==> src/rtl/xtn_pkg.sv <==
// package for the xml text normaliser: character codes, result queue sizing,
// named-entity matcher tables and digit decoding; no dependencies
`default_nettype none

package xtn_pkg;

  localparam logic [7:0] CH_NUL   = 8'h00;
  localparam logic [7:0] CH_TAB   = 8'h09;
  localparam logic [7:0] CH_LF    = 8'h0A;
  localparam logic [7:0] CH_CR    = 8'h0D;
  localparam logic [7:0] CH_SPACE = 8'h20;
  localparam logic [7:0] CH_AMP   = 8'h26;
  localparam logic [7:0] CH_HASH  = 8'h23;
  localparam logic [7:0] CH_X     = 8'h78;
  localparam logic [7:0] CH_SEMI  = 8'h3B;

  localparam logic [7:0] STOP_BYTE_RESET = 8'h3C;

  localparam int unsigned DEC_DIGITS_MAX = 5;
  localparam int unsigned HEX_DIGITS_MAX = 4;
  localparam int unsigned REF_VALUE_MAX  = 255;

  // result queue: room for the two results one item may cause, plus drain slack
  localparam int unsigned QDEPTH = 4;
  localparam int unsigned QAW    = $clog2(QDEPTH);
  localparam int unsigned QCW    = $clog2(QDEPTH + 1);

  typedef struct packed {
    logic [7:0]  data;
    logic        is_end;
    logic        err;
    logic [31:0] line;
    logic        last;
  } res_t;

  // named-entity trie: next node, zero when the byte does not fit
  function automatic logic [3:0] ent_next(input logic [3:0] p, input logic [7:0] b);
    logic [3:0] nx;
    nx = '0;
    unique case (p)
      4'd0: begin
        if (b == "g") nx = 4'd1;
        else if (b == "l") nx = 4'd3;
        else if (b == "a") nx = 4'd5;
        else if (b == "q") nx = 4'd9;
      end
      4'd1:  if (b == "t") nx = 4'd2;
      4'd3:  if (b == "t") nx = 4'd4;
      4'd5: begin
        if (b == "p") nx = 4'd6;
        else if (b == "m") nx = 4'd13;
      end
      4'd6:  if (b == "o") nx = 4'd7;
      4'd7:  if (b == "s") nx = 4'd8;
      4'd9:  if (b == "u") nx = 4'd10;
      4'd10: if (b == "o") nx = 4'd11;
      4'd11: if (b == "t") nx = 4'd12;
      4'd13: if (b == "p") nx = 4'd14;
      default: nx = '0;
    endcase
    return nx;
  endfunction

  // decoded byte of a complete entity name, zero if the node is not a name end
  function automatic logic [7:0] ent_final(input logic [3:0] p);
    logic [7:0] v;
    unique case (p)
      4'd2:    v = ">";
      4'd4:    v = "<";
      4'd8:    v = "'";
      4'd12:   v = "\"";
      4'd14:   v = "&";
      default: v = 8'h00;
    endcase
    return v;
  endfunction

  // {valid, value} of a decimal or hex digit
  function automatic logic [4:0] digit_of(input logic [7:0] b, input logic hex);
    logic [4:0] r;
    r = '0;
    if (b >= "0" && b <= "9") r = {1'b1, 4'(b - 8'h30)};
    else if (hex && b >= "a" && b <= "f") r = {1'b1, 4'(b - 8'h57)};
    else if (hex && b >= "A" && b <= "F") r = {1'b1, 4'(b - 8'h37)};
    return r;
  endfunction

endpackage

`default_nettype wire

==> src/rtl/xml_text_normalizer.sv <==
// Streaming normaliser for one run of XML text: drops leading whitespace,
// folds whitespace runs to one space, counts lines and decodes entity and
// character references. One byte is taken per clock while in_ready is high;
// each byte's results (none, one or two) are worked out in the same cycle and
// land in a four-entry result queue, which gives one result per clock while
// out_ready is high. A byte that causes two results takes two queue entries;
// in_ready stays high while the queue has two free entries, so with one result
// per byte and no back-pressure the block takes a byte per clock.
// Depends on xtn_pkg.
`default_nettype none

module xml_text_normalizer (
  input  wire logic        clk,
  input  wire logic        rst,
  input  wire logic        cfg_wr_en,
  input  wire logic [7:0]  cfg_wr_data,
  input  wire logic        in_valid,
  output logic             in_ready,
  input  wire logic [7:0]  in_byte,
  output logic             out_valid,
  input  wire logic        out_ready,
  output logic [7:0]       out_byte,
  output logic             is_end,
  output logic             malformed_ref,
  output logic [31:0]      line_count,
  output logic             last_for_input
);

  typedef enum logic [2:0] {
    PH_SKIP, PH_TEXT, PH_ENT, PH_HASH, PH_DEC, PH_HEX, PH_DISCARD
  } phase_t;

  localparam logic [xtn_pkg::QCW-1:0] QROOM = xtn_pkg::QCW'(xtn_pkg::QDEPTH - 2);

  phase_t       phase, phase_next;
  logic         space_pending, space_pending_next;
  logic [3:0]   entity_progress, entity_progress_next;
  logic [7:0]   ref_value, ref_value_next;
  logic [2:0]   digit_count, digit_count_next;
  logic [31:0]  line_counter;
  logic [7:0]   stop_byte;

  xtn_pkg::res_t          q [xtn_pkg::QDEPTH];
  logic [xtn_pkg::QAW-1:0] wptr, rptr;
  logic [xtn_pkg::QCW-1:0] count;

  logic         in_fire, out_fire;
  logic         ws, term, lf;
  logic         hex_mode;
  logic [7:0]   rv_eff;
  logic [2:0]   dc_eff;
  logic [4:0]   dig;
  logic [11:0]  acc;
  logic         over_len;
  logic [3:0]   ent_nx;
  logic [7:0]   ent_val;
  logic         count_lf, fail, restart;
  logic [1:0]   n_res;
  xtn_pkg::res_t r0, r1;

  assign in_fire  = in_valid && in_ready;
  assign out_fire = out_valid && out_ready;
  assign in_ready = (count <= QROOM);

  assign ws   = (in_byte == xtn_pkg::CH_SPACE) || (in_byte == xtn_pkg::CH_TAB) ||
                (in_byte == xtn_pkg::CH_CR) || (in_byte == xtn_pkg::CH_LF);
  assign lf   = (in_byte == xtn_pkg::CH_LF);
  assign term = (in_byte == xtn_pkg::CH_NUL) || (in_byte == stop_byte);

  // digit path; the byte after '#' starts a fresh value, decimal unless it is 'x'
  assign hex_mode = (phase == PH_HEX);
  assign rv_eff   = (phase == PH_HASH) ? 8'd0 : ref_value;
  assign dc_eff   = (phase == PH_HASH) ? 3'd0 : digit_count;
  assign dig      = xtn_pkg::digit_of(in_byte, hex_mode);
  assign acc      = hex_mode ? ({4'd0, rv_eff} << 4) + {8'd0, dig[3:0]}
                             : ({4'd0, rv_eff} << 3) + ({4'd0, rv_eff} << 1) + {8'd0, dig[3:0]};
  assign over_len = hex_mode ? (dc_eff >= 3'(xtn_pkg::HEX_DIGITS_MAX))
                             : (dc_eff >= 3'(xtn_pkg::DEC_DIGITS_MAX));

  assign ent_nx  = xtn_pkg::ent_next(entity_progress, in_byte);
  assign ent_val = xtn_pkg::ent_final(entity_progress);

  always_comb begin
    phase_next           = phase;
    space_pending_next   = space_pending;
    entity_progress_next = entity_progress;
    ref_value_next       = ref_value;
    digit_count_next     = digit_count;
    count_lf             = 1'b0;
    fail                 = 1'b0;
    restart              = 1'b0;
    n_res                = 2'd0;
    r0                   = '0;
    r1                   = '0;
    r0.line              = line_counter;
    r1.line              = line_counter;

    unique case (phase)
      PH_SKIP, PH_TEXT: begin
        if ((phase == PH_SKIP && ws) || (space_pending && ws)) begin
          count_lf = lf;
        end else if (term) begin
          r0.is_end = 1'b1;
          n_res     = 2'd1;
          restart   = 1'b1;
        end else if (ws) begin
          count_lf           = lf;
          space_pending_next = 1'b1;
        end else begin
          phase_next         = PH_TEXT;
          space_pending_next = 1'b0;
          if (in_byte == xtn_pkg::CH_AMP) begin
            phase_next           = PH_ENT;
            entity_progress_next = '0;
            if (space_pending) begin
              r0.data = xtn_pkg::CH_SPACE;
              n_res   = 2'd1;
            end
          end else if (space_pending) begin
            r0.data = xtn_pkg::CH_SPACE;
            r1.data = in_byte;
            n_res   = 2'd2;
          end else begin
            r0.data = in_byte;
            n_res   = 2'd1;
          end
        end
      end
      PH_ENT: begin
        if (entity_progress == 4'd0 && in_byte == xtn_pkg::CH_HASH) begin
          phase_next = PH_HASH;
        end else if (in_byte == xtn_pkg::CH_SEMI && ent_val != 8'h00) begin
          r0.data              = ent_val;
          n_res                = 2'd1;
          phase_next           = PH_TEXT;
          entity_progress_next = '0;
        end else if (ent_nx != 4'd0) begin
          entity_progress_next = ent_nx;
        end else begin
          fail = 1'b1;
        end
      end
      PH_HASH, PH_DEC, PH_HEX: begin
        if (phase == PH_HASH) begin
          ref_value_next   = '0;
          digit_count_next = '0;
        end
        if (phase == PH_HASH && in_byte == xtn_pkg::CH_X) begin
          phase_next = PH_HEX;
        end else begin
          if (phase == PH_HASH) phase_next = PH_DEC;
          if (in_byte == xtn_pkg::CH_SEMI) begin
            if (dc_eff == 3'd0) begin
              fail = 1'b1;
            end else begin
              r0.data    = rv_eff;
              n_res      = 2'd1;
              phase_next = PH_TEXT;
            end
          end else if (!dig[4] || over_len || acc > 12'(xtn_pkg::REF_VALUE_MAX)) begin
            fail = 1'b1;
          end else begin
            ref_value_next   = acc[7:0];
            digit_count_next = dc_eff + 3'd1;
          end
        end
      end
      PH_DISCARD: begin
        if (term) begin
          r0.is_end = 1'b1;
          n_res     = 2'd1;
          restart   = 1'b1;
        end
      end
      default: restart = 1'b1;
    endcase

    // a broken reference reports, then closes the run if the byte ends it
    if (fail) begin
      r0.err = 1'b1;
      n_res  = 2'd1;
      if (term) begin
        r1.is_end = 1'b1;
        n_res     = 2'd2;
        restart   = 1'b1;
      end else begin
        phase_next = PH_DISCARD;
      end
    end

    if (restart) begin
      phase_next           = PH_SKIP;
      space_pending_next   = 1'b0;
      entity_progress_next = '0;
      ref_value_next       = '0;
      digit_count_next     = '0;
    end

    r0.last = (n_res == 2'd1);
    r1.last = 1'b1;
  end

  always_ff @(posedge clk) begin
    if (rst) begin
      phase           <= PH_SKIP;
      space_pending   <= 1'b0;
      entity_progress <= '0;
      ref_value       <= '0;
      digit_count     <= '0;
      line_counter    <= 32'd1;
      stop_byte       <= xtn_pkg::STOP_BYTE_RESET;
      wptr            <= '0;
      rptr            <= '0;
      count           <= '0;
    end else begin
      if (cfg_wr_en) stop_byte <= cfg_wr_data;
      if (in_fire) begin
        phase           <= phase_next;
        space_pending   <= space_pending_next;
        entity_progress <= entity_progress_next;
        ref_value       <= ref_value_next;
        digit_count     <= digit_count_next;
        if (count_lf && line_counter != '1) line_counter <= line_counter + 32'd1;
        wptr <= wptr + xtn_pkg::QAW'(n_res);
      end
      if (out_fire) rptr <= rptr + 1'b1;
      count <= count + (in_fire ? xtn_pkg::QCW'(n_res) : '0)
                     - xtn_pkg::QCW'(out_fire);
    end
    // queue payload, no reset
    if (!rst && in_fire) begin
      if (n_res != 2'd0) q[wptr] <= r0;
      if (n_res == 2'd2) q[wptr + 1'b1] <= r1;
    end
  end

  assign out_valid      = (count != '0);
  assign out_byte       = q[rptr].data;
  assign is_end         = q[rptr].is_end;
  assign malformed_ref  = q[rptr].err;
  assign line_count     = q[rptr].line;
  assign last_for_input = q[rptr].last;

endmodule

`default_nettype wire

==> config.mk <==
export PLATFORM = sky130hd
export DESIGN_NAME = xml_text_normalizer
export DESIGN_NICKNAME = d
export VERILOG_FILES = /design/src/rtl/xtn_pkg.sv /design/src/rtl/xml_text_normalizer.sv
export SDC_FILE = /design/constraint.sdc
export NUM_CORES = 1
export LEC_CHECK = 0
export BUFFER_PORTS_ARGS = -buffer_cell sky130_fd_sc_hd__clkbuf_2
export CORE_ASPECT_RATIO = 0.9
export CORE_UTILIZATION = 45
export CTS_BUF_LIST = sky130_fd_sc_hd__clkbuf_8 sky130_fd_sc_hd__clkbuf_16
export CTS_CLUSTER_SIZE = 30
export DETAILED_ROUTE_END_ITERATION = 7
export PLACE_DENSITY = 0.63
export SLEW_MARGIN = 20
export SYNTH_ARGS = -nofsm -noshare
export SYNTH_HDL_FRONTEND = slang
export SYNTH_SLANG_ARGS = --single-unit
==> constraint.sdc <==
create_clock -name clk -period 18.5 [get_ports clk]
set_input_delay 1.85 -clock clk [delete_from_list [all_inputs] [get_ports clk]]
set_output_delay 1.85 -clock clk [all_outputs]
set_load 0.01 [all_outputs]
==> out/metrics.csv <==
stage,metric,value,unit
finish,layoutNonFillerInstCount,1576,
worst_hold_path,min_path_cells,2,
synthesis,ys_seq_area_frac,0.498,
floorplan,initial_utilization,0.461,
clock_network,clkLatencyLatePin,0.53,ns
synthesis,synth.most_common_cell,edfxtp_1,
synthesis,synth.area.top_cells,"edfxtp_1 38%, dfxtp_1 12%, mux4_2 7.5%, and3_1 3.7%, ha_1 3.0%",
worst_hold_path,hold_path_class,flop to flop,
critical_path,reg2reg_from,phase[0]$_SDFFE_PP0P_,
synthesis,yosys-top-cells-count,"164 x edfxtp_1, 99 x nand2_1, 87 x nor2_1",
clock_network,cts-root-buf,clkbuf_16,
power,switchingPower,0.477,mW
power,p_comb_frac,0.227,
power,seqPwrFrac,0.403,
synthesis,synth_cells,1166,
synthesis,synth_seq_cells,240,
critical_path,critPathKind,input pin to flop,
status,status,finished clean,
worst_hold_path,hp-start,q[0][0]$_SDFFE_PP1N_,
timing,layout_setup_ws,10.87,ns
clock_network,clk_pin_slew,0.06,ns
timing,worst_slew_pin_slew,1.02,ns
finish,postLayoutCoreUtil,0.517,
clock_network,cts_tree,done,
power,p_clk_frac,0.370,
detailed_routing,vias,9600,
place,place_inst,1527,
place,dp.final_hpwl,21300,microns
power,internal_power,1.11,mW
detailed_routing,ant_nets,0,
finish,syn2layout_area_growth,12.0,%
synthesis,async_reset_ff_frac,0,
synthesis,synth_area,13000,sq um
synthesis,synth_ff_type,edfxtp_1,
power,power.leakage,5.15,nW
floorplan,coreArea,28100,sq um
finish,fin_nets,1251,
synthesis,synth_top_area_frac,0.380,
timing,fin_skew,0.0129,ns
finish,fill_cells,2483,
floorplan,rows,58,
timing,hold_violations,0,
synthesis,synth.avg_cell_area,11.1,sq um
flow_run,cap_violations,0,
synthesis,synth_nets,1221,
detailed_routing,routedWlPerCell,21.0,microns
grt,grt_antenna_before_repair,0,
clock_network,clock_path_buffers,3,
critical_path,cp_max_fo,18,
synthesis,synth_top_area_cell,edfxtp_1,
timing,setup_viol,0,
detailed_routing,drt_iter0_markers,811,
timing,slew_headroom,0.319,
floorplan,die_w,181,microns
place,gp_congestion,0.891,
floorplan,die_y,163,microns
clock_network,post-cts-setup-buffers,0,
timing,fmax,131,MHz
floorplan,die-area,29500,sq um
synthesis,yosys_warnings,0,
detailed_routing,route.detailed.drc,0,
place,place_ws,10.13,ns
clock_network,htree_levels,1,
grt,grtUsageTotal,0.226,
timing,maxSlewViolCount,0,
clock_network,cts_sinks,240,
power,ir_worst_vdd,0.0000646,V
finish,diodes,0,
synthesis,synth.distinct_cells,82,
timing,rsz0062_at_grt,no,
grt,gr-total-overflow,0,
critical_path,startpoint_type,input pin,
power,power.density,110,nW/um^2
worst_hold_path,hold_end,q[0][0]$_SDFFE_PP1N_,
timing,fin_crit_sh,0.413,
detailed_routing,drt_pass1_iterations,6,
place,portBuffers,65,
grt,grt_max_degree,56,
timing,hold_slack,0.495,ns
clock_network,cts_buffers,27,
detailed_routing,routed_wl,33100,microns
critical_path,critPathRequiredTime,18.89,ns
synthesis,synth_edf_count,164,
critical_path,rr_endpoint,count[2]$_SDFF_PP0_,
grt,first_global_vias,9316,
clock_network,ctsHoldBuffers,0,
detailed_routing,via_per_inst,6.09,
critical_path,crit_path_end_kind,flop,
finish,drive_above_1_share,0.167,
critical_path,crit_arrival,8.02,ns
timing,setup_tns,0,ns
clock_network,cts_resized,0,
floorplan,ios,66,
grt,grt_first_pass_wirelength,52400,microns
critical_path,regToRegSetupSlack,11.96,ns
timing,min_period,7.63,ns
critical_path,rr_worst_depth,22,
power,p_sw_frac,0.300,
==> metal layers <==
metal  up-vias  wire length (microns)  track usage
li1       4488                      -            -
met4         0                    738       0.0583
met1      4666                  14900        0.309
met3        64                   1850       0.0284
met5         -                      0            0
met2       382                  15600        0.381
==> power groups by stage <==
stage                     Clock (mW)  Combinational, mW  Sequential, mW
after global placement             0              0.358           0.653
after floorplan                    0              0.271           0.624
after detailed placement           0              0.362           0.654
final                          0.588              0.362           0.640
after global routing           0.613              0.389           0.648
after CTS                      0.594              0.363           0.642
==> layout by cell type (no fill, tap or decap), types with 9 or more instances in the layout <==
master	Yosys	layout
xnor2_1	35	35
and3_1	76	76
mux4_2	43	43
mux2i_1	17	17
a21oi_1	31	31
nor2b_1	13	13
edfxtp_1	164	164
xor2_1	9	9
dfxtp_1	76	74
o211ai_1	9	9
clkbuf_16	0	27
ha_1	31	31
nand3_1	22	22
nor2_1	87	83
clkbuf_2	0	65
inv_1	32	34
nand4_1	13	13
nand2_1	99	99
and2_1	17	15
buf_4	1	14
nor4_1	9	9
o21ai_0	33	33
o22ai_1	27	27
nor3b_1	46	46
or3_1	13	13
nor3_1	41	39
==> flip-flops by register name, indices dropped and copies added, names as in the netlist, named ones only <==
register / cells
space_pending: 1
count: 3
stop_byte: 8
wptr: 2
line_counter: 32
phase: 3
q: 172
digit_count: 3
entity_progress: 4
ref_value: 8
rptr: 2
==> kinds of logic after synthesis <==
logic type               synth area share
AND/OR/NAND/NOR                     0.201
flip-flops                          0.498
AO/OA/AOI/OAI                       0.108
buffers and inverters              0.0379
multiplexers                       0.0905
XOR/XNOR                           0.0298
adder cells (fa/ha/maj)            0.0346
==> stage by stage <==
| stage | instance area, sq um | power [mW] |
|---|---|---|
| after detailed placement | 13500 | 1.02 |
| after global placement | 13500 | 1.01 |
| after global routing | 14500 | 1.65 |
| after CTS | 14500 | 1.60 |
| final | 14500 | 1.59 |
| after floorplan | 13000 | 0.894 |
==> cell type report <==
class / instances / area (sq um) / area share
Clock inverter: 18 / 246 / 0.0170
Sequential cell: 240 / 6450 / 0.445
Multi-Input combinational cell: 816 / 6080 / 0.419
Inverter: 32 / 120 / 0.00828
Tap cell: 360 / 450 / 0.0310
Clock buffer: 31 / 731 / 0.0504
Timing Repair Buffer: 79 / 430 / 0.0297
==> worst max-delay path by stage <==
stage               start                  end  slack, ns  depth (start not counted)
5_1_grt        in_byte[1]  count[2]$_SDFF_PP0_      10.31                         25
3_3_place_gp   in_byte[1]   q[1][15]$_DFFE_PP_      10.32                         20
2_1_floorplan  in_byte[1]   q[0][10]$_DFFE_PP_      10.33                         22
6_report       in_byte[1]  count[2]$_SDFF_PP0_      10.87                         25
3_5_place_dp   in_byte[1]   q[1][18]$_DFFE_PP_      10.13                         20
4_1_cts        in_byte[1]   q[1][19]$_DFFE_PP_      10.66                         20
==> critical path, cell delays in order <==
cell      delay, ns
clkbuf_2       0.18
inv_1          0.11
ha_1           0.29
nor3b_1        0.38
nor4_4         0.12
nor2b_1        0.15
o21ai_0        0.15
o21ai_0        0.15
ha_1           0.31
ha_1           0.23
fa_1           0.43
a211o_1        0.35
and2_1         0.16
a22oi_1        0.18
nand3_1        0.13
or4_1          0.57
and2_1         0.35
o21ai_4        0.53
o21ai_0        0.18
nand2_1        0.13
ha_1           0.25
fa_1           0.43
xnor2_1        0.20
xnor2_1        0.14
nor2_1         0.05
Note: power is estimated with default switching activity, not from simulation.
